$ cat src/fsba_pkg.sv
package fsba_pkg;

  // Fixed field widths of the channels and the configuration port
  localparam int OPCODE_W   = 1;
  localparam int INDEX_W    = 4;
  localparam int AMOUNT_W   = 16;
  localparam int STATUS_W   = 2;
  localparam int REMAIN_W   = 16;
  localparam int STRAT_W    = 2;
  localparam int BIU_W      = 5;
  localparam int CFG_IDX_W  = 1;
  localparam int CFG_DATA_W = 5;

  localparam logic [BIU_W-1:0] BIU_RESET = 5'd16;

  // Configuration register indexes
  localparam logic [CFG_IDX_W-1:0] REG_STRATEGY = 1'b0;
  localparam logic [CFG_IDX_W-1:0] REG_BLOCKS   = 1'b1;

  typedef enum logic [1:0] {
    ST_IDLE,
    ST_SCAN,
    ST_WRITE,
    ST_DONE
  } state_t;

  typedef enum logic [STRAT_W-1:0] {
    FIT_FIRST = 2'd0,
    FIT_BEST  = 2'd1,
    FIT_NEXT  = 2'd2,
    FIT_WORST = 2'd3
  } fit_t;

  typedef enum logic [STATUS_W-1:0] {
    STAT_LOADED = 2'd0,
    STAT_ALLOC  = 2'd1,
    STAT_NONE   = 2'd2
  } status_t;

  typedef enum logic [OPCODE_W-1:0] {
    OP_LOAD = 1'b0,
    OP_REQ  = 1'b1
  } opcode_t;

endpackage

$ cat src/fsba_chan_if.sv
interface fsba_req_if;
  import fsba_pkg::*;
  logic                valid;
  logic                ready;
  logic [OPCODE_W-1:0] opcode;
  logic [INDEX_W-1:0]  block_index;
  logic [AMOUNT_W-1:0] amount;

  modport source (output valid, opcode, block_index, amount, input ready);
  modport sink (input valid, opcode, block_index, amount, output ready);
endinterface

interface fsba_res_if;
  import fsba_pkg::*;
  logic                valid;
  logic                ready;
  logic [STATUS_W-1:0] status;
  logic [INDEX_W-1:0]  chosen_block;
  logic [REMAIN_W-1:0] remaining;

  modport source (output valid, status, chosen_block, remaining, input ready);
  modport sink (input valid, status, chosen_block, remaining, output ready);
endinterface

$ cat src/fsba_ram.sv
module fsba_ram #(
  parameter int WIDTH = 16,
  parameter int DEPTH = 16
) (
  input  logic                                      clk,
  input  logic                                      we,
  input  logic [((DEPTH > 1) ? $clog2(DEPTH) : 1)-1:0] waddr,
  input  logic [WIDTH-1:0]                          wdata,
  input  logic [((DEPTH > 1) ? $clog2(DEPTH) : 1)-1:0] raddr,
  output logic [WIDTH-1:0]                          rdata
);

  logic [WIDTH-1:0] mem [DEPTH];

  always_ff @(posedge clk) begin
    if (we) begin
      mem[waddr] <= wdata;
    end
    rdata <= mem[raddr];
  end

endmodule

$ cat src/fit_strategy_block_allocator.sv
// Channel  Dir  Payload                               Beat taken when
// -------  ---  ------------------------------------  ----------------------
// req      in   opcode, block_index, amount           req.valid && req.ready
// res      out  status, chosen_block, remaining       res.valid && res.ready
// cfg      in   cfg_index, cfg_data (strategy, blocks) cfg_we
//
// A load beat is written into the result register on acceptance; the next
// beat can be taken once the sequencer returns to ST_IDLE through ST_DONE.
// A request beat scans the m active blocks in ST_SCAN, where
// one shared capacity compare walks the table one block per cycle behind
// the registered RAM read and stops early on a hit for first and next fit;
// if a block fits, ST_WRITE then subtracts and writes back.
// Reset is synchronous; the valid bits make every entry read as zero.
// req.ready is high only while idle; a result held by a stalled res
// does not stop the next beat from being accepted, but a second finished
// result waits in ST_DONE until the output register frees.
module fit_strategy_block_allocator #(
  parameter int MAX_BLOCKS = 16,
  parameter int SIZE_BITS  = 16
) (
  input  logic                            clk,
  input  logic                            rst,
  input  logic                            cfg_we,
  input  logic [fsba_pkg::CFG_IDX_W-1:0]  cfg_index,
  input  logic [fsba_pkg::CFG_DATA_W-1:0] cfg_data,
  fsba_req_if.sink                        req,
  fsba_res_if.source                      res
);
  import fsba_pkg::*;

  localparam int IDX_W = (MAX_BLOCKS > 1) ? $clog2(MAX_BLOCKS) : 1;
  localparam int CNT_W = $clog2(MAX_BLOCKS + 1);
  localparam int CMP_W = (CNT_W > BIU_W) ? CNT_W : BIU_W;
  localparam int LD_W  = (CNT_W > INDEX_W) ? CNT_W : INDEX_W;

  // Configuration registers
  fit_t             strategy;
  logic [BIU_W-1:0] blocks_in_use;

  // Sequencer
  state_t state, state_next;

  // Per-request context
  fit_t                 fit;
  logic [CNT_W-1:0]     active;
  logic [SIZE_BITS-1:0] need;

  // Issue side of the scan
  logic [IDX_W-1:0] pos;
  logic [CNT_W-1:0] issued;

  // Compare side of the scan, registered from the issue side
  logic             cmp_v;
  logic             cmp_last;
  logic [IDX_W-1:0] cmp_pos;
  logic             cmp_vld;

  // Best candidate so far
  logic                 found;
  logic [IDX_W-1:0]     best_pos;
  logic [SIZE_BITS-1:0] best_cap;

  logic [IDX_W-1:0]      rover;
  logic [MAX_BLOCKS-1:0] vld;

  // Pending result and output register
  status_t             res_status;
  logic [INDEX_W-1:0]  res_block;
  logic [REMAIN_W-1:0] res_rem;
  logic                out_valid;
  status_t             out_status;
  logic [INDEX_W-1:0]  out_block;
  logic [REMAIN_W-1:0] out_rem;

  // RAM port
  logic                 ram_we;
  logic [IDX_W-1:0]     ram_waddr;
  logic [SIZE_BITS-1:0] ram_wdata;
  logic [SIZE_BITS-1:0] ram_rdata;

  // Combinational helpers
  logic                 accept;
  logic [CNT_W-1:0]     active_now;
  logic [SIZE_BITS-1:0] in_amt;
  logic                 load_hit;
  logic [IDX_W-1:0]     start_pos;
  logic [IDX_W-1:0]     pos_inc;
  logic                 issue_go;
  logic                 cmp_active;
  logic [SIZE_BITS-1:0] cmp_cap;
  logic                 cmp_fit;
  logic                 take;
  logic                 stop_early;
  logic                 scan_end;
  logic                 found_end;
  logic [SIZE_BITS-1:0] new_cap;
  logic                 out_free;

  fsba_ram #(
    .WIDTH (SIZE_BITS),
    .DEPTH (MAX_BLOCKS)
  ) u_cap_ram (
    .clk   (clk),
    .we    (ram_we),
    .waddr (ram_waddr),
    .wdata (ram_wdata),
    .raddr (pos),
    .rdata (ram_rdata)
  );

  assign accept = req.valid && req.ready;

  // Clamp the searched range to the table size
  assign active_now = (CMP_W'(blocks_in_use) > CMP_W'(MAX_BLOCKS)) ?
                      CNT_W'(MAX_BLOCKS) : CNT_W'(blocks_in_use);
  assign in_amt     = SIZE_BITS'(req.amount);
  assign load_hit   = LD_W'(req.block_index) < LD_W'(MAX_BLOCKS);

  // Next fit starts at the rover unless it lies outside the searched range
  assign start_pos = (strategy == FIT_NEXT && CNT_W'(rover) < active_now) ?
                     rover : '0;
  assign pos_inc   = (CNT_W'(pos) + CNT_W'(1) == active) ? '0 : pos + IDX_W'(1);
  assign issue_go  = (state == ST_SCAN) && (issued != active);

  assign cmp_active = cmp_v && (state == ST_SCAN);
  // Entries never written read as zero capacity
  assign cmp_cap    = cmp_vld ? ram_rdata : '0;
  assign cmp_fit    = cmp_cap >= need;
  // Strict compares keep ties on the lowest index
  assign take       = cmp_active && cmp_fit &&
                      (!found ||
                       (fit == FIT_BEST && cmp_cap < best_cap) ||
                       (fit == FIT_WORST && cmp_cap > best_cap));
  assign stop_early = cmp_active && cmp_fit && (fit inside {FIT_FIRST, FIT_NEXT});
  assign scan_end   = cmp_active && (stop_early || cmp_last);
  assign found_end  = found || (cmp_active && cmp_fit);
  assign new_cap    = best_cap - need;
  assign out_free   = !out_valid || res.ready;

  always_comb begin
    state_next = state;
    case (state)
      ST_IDLE: begin
        if (accept) begin
          if (opcode_t'(req.opcode) == OP_LOAD || active_now == '0) begin
            state_next = ST_DONE;
          end else begin
            state_next = ST_SCAN;
          end
        end
      end
      ST_SCAN: begin
        if (scan_end) begin
          state_next = found_end ? ST_WRITE : ST_DONE;
        end
      end
      ST_WRITE: begin
        state_next = ST_DONE;
      end
      ST_DONE: begin
        if (out_free) begin
          state_next = ST_IDLE;
        end
      end
      default: begin
        state_next = ST_IDLE;
      end
    endcase
  end

  always_comb begin
    req.ready = 1'b0;
    ram_we    = 1'b0;
    ram_waddr = IDX_W'(req.block_index);
    ram_wdata = in_amt;
    case (state)
      ST_IDLE: begin
        req.ready = 1'b1;
        // Ready is high throughout idle, so valid alone marks the beat
        ram_we    = req.valid && opcode_t'(req.opcode) == OP_LOAD && load_hit;
      end
      ST_WRITE: begin
        ram_we    = 1'b1;
        ram_waddr = best_pos;
        ram_wdata = new_cap;
      end
      default: begin
        ram_we = 1'b0;
      end
    endcase
  end

  // Control state
  always_ff @(posedge clk) begin
    if (rst) begin
      state         <= ST_IDLE;
      strategy      <= FIT_FIRST;
      blocks_in_use <= BIU_RESET;
      rover         <= '0;
      vld           <= '0;
      out_valid     <= 1'b0;
      cmp_v         <= 1'b0;
      found         <= 1'b0;
      issued        <= '0;
    end else begin
      state <= state_next;
      if (cfg_we) begin
        case (cfg_index)
          REG_STRATEGY: strategy <= fit_t'(cfg_data[STRAT_W-1:0]);
          REG_BLOCKS:   blocks_in_use <= cfg_data[BIU_W-1:0];
          default:      ;
        endcase
      end
      if (ram_we) begin
        vld[ram_waddr] <= 1'b1;
      end
      // Any load sends the rover home; a next-fit hit parks it on the pick
      if (accept && opcode_t'(req.opcode) == OP_LOAD) begin
        rover <= '0;
      end else if (state == ST_WRITE && fit == FIT_NEXT) begin
        rover <= best_pos;
      end
      cmp_v <= issue_go && !scan_end;
      if (accept) begin
        issued <= '0;
        found  <= 1'b0;
      end else begin
        if (issue_go) begin
          issued <= issued + CNT_W'(1);
        end
        if (take) begin
          found <= 1'b1;
        end
      end
      if (state == ST_DONE && out_free) begin
        out_valid <= 1'b1;
      end else if (res.ready) begin
        out_valid <= 1'b0;
      end
    end
  end

  // Datapath
  always_ff @(posedge clk) begin
    if (accept) begin
      fit    <= strategy;
      active <= active_now;
      need   <= in_amt;
      pos    <= start_pos;
      if (opcode_t'(req.opcode) == OP_LOAD) begin
        res_status <= STAT_LOADED;
        res_block  <= req.block_index;
        res_rem    <= load_hit ? REMAIN_W'(in_amt) : '0;
      end else begin
        res_status <= STAT_NONE;
        res_block  <= '0;
        res_rem    <= '0;
      end
    end else if (issue_go) begin
      pos <= pos_inc;
    end
    cmp_pos  <= pos;
    cmp_vld  <= vld[pos];
    cmp_last <= (issued == active - CNT_W'(1));
    if (take) begin
      best_pos <= cmp_pos;
      best_cap <= cmp_cap;
    end
    if (state == ST_WRITE) begin
      res_status <= STAT_ALLOC;
      res_block  <= INDEX_W'(best_pos);
      res_rem    <= REMAIN_W'(new_cap);
    end
    if (state == ST_DONE && out_free) begin
      out_status <= res_status;
      out_block  <= res_block;
      out_rem    <= res_rem;
    end
  end

  assign res.valid        = out_valid;
  assign res.status       = out_status;
  assign res.chosen_block = out_block;
  assign res.remaining    = out_rem;

`ifndef SYNTH
  a_ram_write_phase : assert property (@(posedge clk) disable iff (rst)
    ram_we |-> (state == ST_IDLE || state == ST_WRITE))
    else $error("capacity table written outside load or write-back");

  a_write_has_pick : assert property (@(posedge clk) disable iff (rst)
    (state == ST_WRITE) |-> found)
    else $error("write-back without a chosen block");

  a_done_holds : assert property (@(posedge clk) disable iff (rst)
    (state == ST_DONE && out_valid && !res.ready) |=> (state == ST_DONE))
    else $error("pending result dropped while output stalled");

  a_rover_range : assert property (@(posedge clk) disable iff (rst)
    CNT_W'(rover) < CNT_W'(MAX_BLOCKS))
    else $error("rover beyond the table");
`endif

endmodule
$ cat src/flat_wrapper.sv
// flat-port wrapper written by rule: the top's interface ports become plain ports
module fit_strategy_block_allocator_flat import fsba_pkg::*;
#(
  parameter int MAX_BLOCKS = 16,
  parameter int SIZE_BITS  = 16
)
  (clk, rst, cfg_we, cfg_index, cfg_data, req_valid, req_opcode, req_block_index, req_amount, req_ready, res_valid, res_status, res_chosen_block, res_remaining, res_ready);
  fsba_req_if req_i ();
  fsba_res_if res_i ();
  input  logic clk;
  input  logic rst;
  input  logic cfg_we;
  input  logic [fsba_pkg::CFG_IDX_W-1:0] cfg_index;
  input  logic [fsba_pkg::CFG_DATA_W-1:0] cfg_data;
  input wire logic [$bits(req_i.valid)-1:0] req_valid;
  input wire logic [$bits(req_i.opcode)-1:0] req_opcode;
  input wire logic [$bits(req_i.block_index)-1:0] req_block_index;
  input wire logic [$bits(req_i.amount)-1:0] req_amount;
  output wire logic [$bits(req_i.ready)-1:0] req_ready;
  output wire logic [$bits(res_i.valid)-1:0] res_valid;
  output wire logic [$bits(res_i.status)-1:0] res_status;
  output wire logic [$bits(res_i.chosen_block)-1:0] res_chosen_block;
  output wire logic [$bits(res_i.remaining)-1:0] res_remaining;
  input wire logic [$bits(res_i.ready)-1:0] res_ready;
  assign req_i.valid = req_valid;
  assign req_i.opcode = req_opcode;
  assign req_i.block_index = req_block_index;
  assign req_i.amount = req_amount;
  assign req_ready = req_i.ready;
  assign res_valid = res_i.valid;
  assign res_status = res_i.status;
  assign res_chosen_block = res_i.chosen_block;
  assign res_remaining = res_i.remaining;
  assign res_i.ready = res_ready;
  fit_strategy_block_allocator #(.MAX_BLOCKS(MAX_BLOCKS), .SIZE_BITS(SIZE_BITS)) u_core (.clk(clk), .rst(rst), .cfg_we(cfg_we), .cfg_index(cfg_index), .cfg_data(cfg_data), .req(req_i), .res(res_i));
endmodule
$ cat config.mk
export PLATFORM = sky130hd
export DESIGN_NAME = fit_strategy_block_allocator_flat
export DESIGN_NICKNAME = d
export VERILOG_FILES = /design/src/fsba_pkg.sv /design/src/fsba_chan_if.sv /design/src/fsba_ram.sv /design/src/fit_strategy_block_allocator.sv /design/src/flat_wrapper.sv
export SDC_FILE = /design/constraint.sdc
export NUM_CORES = 1
export LEC_CHECK = 0
export BUFFER_PORTS_ARGS = -buffer_cell sky130_fd_sc_hd__buf_2
export CORE_MARGIN = 2
export CORE_UTILIZATION = 45
export CTS_BUF_LIST = sky130_fd_sc_hd__clkbuf_4
export CTS_CLUSTER_SIZE = 10
export DETAILED_ROUTE_END_ITERATION = 10
export SLEW_MARGIN = 15
export SYNTH_ARGS = -nofsm -noshare
export SYNTH_HDL_FRONTEND = slang
export SYNTH_HIERARCHICAL = 1
export SYNTH_SLANG_ARGS = --single-unit
$ cat constraint.sdc
create_clock -name clk -period 5.3 [get_ports clk]
set_input_delay 1.06 -clock clk [delete_from_list [all_inputs] [get_ports clk]]
set_output_delay 1.06 -clock clk [all_outputs]
set_load 0.05 [all_outputs]
======== After elaboration in Yosys (flattened, before gate mapping) ========
Memory sizes are Yosys's and may differ from the RTL's. A register that Yosys moved wholly into a read port is not among the register bits.
Cells that the tools add are included.
word-level totals
  register bits after elaboration ......... 134
  memory bits (writable) .................. 256
  input bits .............................. 32
  output and inout port bits .............. 24
  logic and storage cells ................. 122
  memories ................................ 1
memory list
  name                  words  width  rd ports  clocked after Yosys merged registers in  wr ports  line            RTL
  u_core.u_cap_ram.mem  16     16     1         1                                        1         fsba_ram.sv:13  logic [WIDTH-1:0] mem [DEPTH];
operators by class
  $add $sub $neg .......................... 5
  $lt $le $gt $ge ......................... 8
  eq/ne operators ......................... 13
  muxes and demuxes ....................... 31
  bitwise operators ....................... 3
  reductions and logical operators ........ 37
operator list
  kind                   number
  $mux W16               5
  $mux W4                8
  $ge A16 B16 Y1         1
  $gt A16 B16 Y1         1
  $logic_and A1 B1 Y1    16
  $lt A16 B16 Y1         1
  $or A16 B16 Y16        1
  $sub A16 B16 Y16       1
  $eq A2 B2 Y1 const B   5
  $eq A5 B5 Y1           2
  $lt A4 B5 Y1 const B   2
  $mux W2                5
  $mux W1                8
  $pmux W2 S4            1
  $reduce_bool A2 Y1     4
  $logic_or A1 B1 Y1     6
  $ne A2 B1 Y1 const B   3
  $add A4 B1 Y5 const B  1
  $add A5 B1 Y5 const B  1
  $gt A5 B5 Y1 const B   1
  $logic_not A5 Y1       1
  $lt A4 B5 Y1           1
  $mux W5                1
  $ne A5 B5 Y1           1
  13 further kinds       20

======== Depth between registers and ports, before layout ========
  depth in word-level cells ............... 8
  gate-level depth with buffers ........... 9
  depth with buffers taken out ............ 9

======== Cells and area by module ========
The synthesis kept the hierarchy.
by module, submodules not included
  module                        instances  cells each  area each (sq um)  seq. area each (sq um)
  fsba_ram                      1          432         10,042.1           8,007.7
  fit_strategy_block_allocator  1          664         7,101.8            3,573.4

======== Worst setup path before layout ========
Ideal clock, no wire load.
  path kind ............................... reg2reg
  start ................................... reg u_core.state[0]
  end ..................................... mem u_core.u_cap_ram.mem[0][0], enable pin
  library setup time ...................... 0.409 ns
  data arrival time ....................... 3.258 ns
  data required time ...................... 4.891 ns
  path slack .............................. 1.633 ns
  cell stages (with the launch flop) ...... 9
  path buffers ............................ 0
  cells stage by stage .................... dfxtp_1 > inv_1 > ha_1 > nand2_1 > nor2_1 > nor2_1 > inv_1 > or3b_2 > nor3_1
between the ends
  cells in the longest elaborated chain, start to end .. 4
  elaborated cells between the ends (all ways) .. 6
  classes of those cells .................. eq/ne: 1; mux: 4; reduce/logical: 1
ends and longest elaborated chain
  element                                                  line                                 RTL
  start, declared                                          fit_strategy_block_allocator.sv:41   state_t state, state_next;
  start signal, assigned                                   fit_strategy_block_allocator.sv:206  state <= state_next;
  $eq A2 B2 Y1 / $logic_not A2 Y1 (equally long branches)  fit_strategy_block_allocator.sv:176  case (state)
  $pmux W1 S2 *                                            fit_strategy_block_allocator.sv:176
  named net u_core.ram_we                                  fit_strategy_block_allocator.sv:76   logic ram_we;
  $mux W1 *                                                fsba_ram.sv:16                       if (we) begin
  $mux W1 (not written as such) *                          fsba_ram.sv:17                       mem[waddr] <= wdata;
  end, declared                                            fsba_ram.sv:13
Mark *: on every way through the listed nets, which the timed path passes. The rest lies on a longest branch.

======== Final worst setup path ========
  start ................................... reg u_core.state[0]
  end ..................................... mem u_core.u_cap_ram.mem[5][15], enable pin
between the ends
  elaborated cells between the ends (all ways) .. 6
  classes of those cells .................. eq/ne: 1; mux: 4; reduce/logical: 1
RTL lines
  element                        line                                 RTL
  $eq A2 B2 Y1                   fit_strategy_block_allocator.sv:176
  $mux W4                        fit_strategy_block_allocator.sv:176
  named net u_core.ram_waddr[1]  fit_strategy_block_allocator.sv:77   logic [IDX_W-1:0] ram_waddr;
The timed path passes the listed nets, and every way through them passes these cells.

==> run summary <==
#FFs+latches synth: 406
Initial DRC Count: 608
initial antenna violation count: 1
Total Wirelength: 36,000 µm
top-area cell type share of the netlist area: 0.604
RSZ-0062 raised after global routing: false
core box area: 37,600 µm²
Clk Tree Root Cell: clkbuf_4
Slowest cell on crit path: nor2_2
Die W: 199 µm
H-tree Lvls: 3
Synth area leaders: edfxtp_1, mux4_2, dfxtp_1, ha_1, nand2_1
Post-Syn Nets: 1,184
Crit Path Max Fanout: 16
Synth Instances: 1,096
Final period util: 0.656
HP Class: reg -> reg
post-synth cell types: 74
final net count: 1,331
Final min period: 3480 ps
hold_buf cts: 0
area of the die: 39,700 µm²
final clock skew: 67.3 ps
TNS Setup: 0 ps
crit start category: flop
crit-path most repeated cell: inv_1
setup repair bufs after CTS: 0
top-count cell post-synth: edfxtp_1
Crit Path Class: reg -> reg
IO Pins: 56
Worst path max stage delay: 890 ps
status: complete, no violations
arrival time worst endpoint: 3840 ps
Setup-failing EPs final: 0
vias: 9,853
Core Util, Final: 0.518
VDD IR max: 0.293 mV
Congestion Overflow GR: 0
Post-Syn Area: 17,100 µm²
Gates resized, CTS repair: 0
total CTS buffers: 105
vias per cell: 5.38
Syn Area/Cell: 15.6 µm²
Final Hold Vio Count: 0
pin count of the biggest net entering global routing: 73
slew of the pin with the lowest slew margin: 1190 ps
Buffers & Inverters on Critical Path: 2
Post-synth ARST share: 0
Starting Density: 0.456
detailed-route DRC error count: 0
DP Wirelength: 23,100 µm
Synth-to-Final Area Change: 13.5%
Max transition margin: 0.207
Yosys top cell by area: edfxtp_1
Pwr Total: 9.48 mW
drt pass-1 iters: 5
latest clock arrival within the worst-skew pair: 800 ps
max frequency: 0.288 GHz
Final ANT Viol Nets: 0
# rows: 71
Die H: 199 µm
Power Density: 487 nW/µm²
Seq/Total Area, Yosys: 0.676
CTS tree: built
WP data required: 5670 ps
routability-driven placement congestion ratio: 0.829
share of cells above drive strength 1: 0.257
Post-synth EDFFs: 345
Commonest cells post-synth: edfxtp_1, nand2_1, nor2_1, inv_1, dfxtp_1
Worst path top cell family by delay: simple AND/OR/NAND/NOR gates
Total GRT Usage: 0.187
clk sink count: 406
# fillers: 3,178
first-pass GRT wire length: 55,600 µm
Worst Setup End Kind: flop
Clock transition at path regs: 60 ps
Syn. warnings: 6
I/O Buffers: 55
LEAKAGE: 7.15 nW
Longest Clk Path Bufs: 3
fin. max-slew vios: 0
Avg WL per Cell: 19.7 µm
critical-path cell list: inv_1, ha_1, mux2i_1, inv_1, nand2b_1, nor2_2
ys flop type: edfxtp_1
vias in the first global route: 9,962
MaxCap Viol Count: 0
[placed cells by master (no fill, tap or decap), types with 11 or more instances in the layout]
master,instances
a21oi_1,38
a22oi_1,32
and2_1,15
buf_2,55
buf_4,21
clkbuf_4,162
clkinv_1,16
dfxtp_1,61
edfxtp_1,345
ha_1,55
inv_1,62
mux2i_1,13
mux4_2,59
nand2_1,73
nand2b_1,11
nand3_1,21
nor2_1,61
o21a_1,11
o21ai_0,21
xnor2_1,14
[routing by layer]
metal	global-route usage	share of wire	wire length, µm
met2	0.297	0.47	17100
met3	0.0422	0.057	2050
met4	0.0680	0.017	603
met1	0.255	0.45	16300
met5	0	0	0
[sequential cells by signal, summed over array words and instances (netlist names), 16 cells and up]
register and count:
u_core/vld 16, u_core/best_cap 16, u_core/res_rem 16, u_core/need 16, u_core/u_cap_ram/mem 256, u_core/res.remaining 16, u_core/u_cap_ram/rdata 16
[through the flow]
step,worst slack (ps),area [µm²],hold slack (ps),std cells
2_1_floorplan,1630,17100,386,1096
3_3_place_gp,1750,18100,387,1647
3_5_place_dp,1640,18100,391,1647
4_1_cts,1710,19500,407,1830
5_1_grt,1620,19500,408,1831
6_report,1820,19500,405,1831
[worst paths after layout]
path / startpoint / to / slack (ps) / depth (start not counted)
hold / removal: u_core/cmp_pos[0] / u_core/best_pos[0] / 410 / 0
setup / recovery: u_core/state[0] / u_core/u_cap_ram/mem[5][15] / 1820 / 6
hold reg to reg: u_core/cmp_pos[0] / u_core/best_pos[0] / 410 / 0
setup reg to reg: u_core/state[0] / u_core/u_cap_ram/mem[5][15] / 1820 / 6
[logic make-up after synthesis]
kind of cell | share of synthesized area
flops | 0.676
simple gates | 0.0713
compound gates | 0.0731
buf+inv | 0.0254
mux | 0.101
fa+ha+maj | 0.0413
xor+xnor | 0.0123
[area by class of cell]
type                            instances  area, µm²  share of cell area
Inverter                               63        236              0.0122
Multi-Input combinational cell        590       5190               0.266
Antenna cell                            1       2.50            0.000129
Sequential cell                       406      11600               0.595
Clock buffer                          162       1220              0.0625
Tap cell                              511        639              0.0329
Timing Repair Buffer                   77        453              0.0233
Clock inverter                         21        148             0.00759
[power by group]
group          switching (mW)  total (mW)  leakage (nW)  internal, mW
Clock                    1.22        2.70         0.814          1.48
Combinational            1.57        2.51          2.70         0.945
Sequential              0.176        4.27          3.63          4.09
No activity file was read; power rests on OpenSTA's default activity.
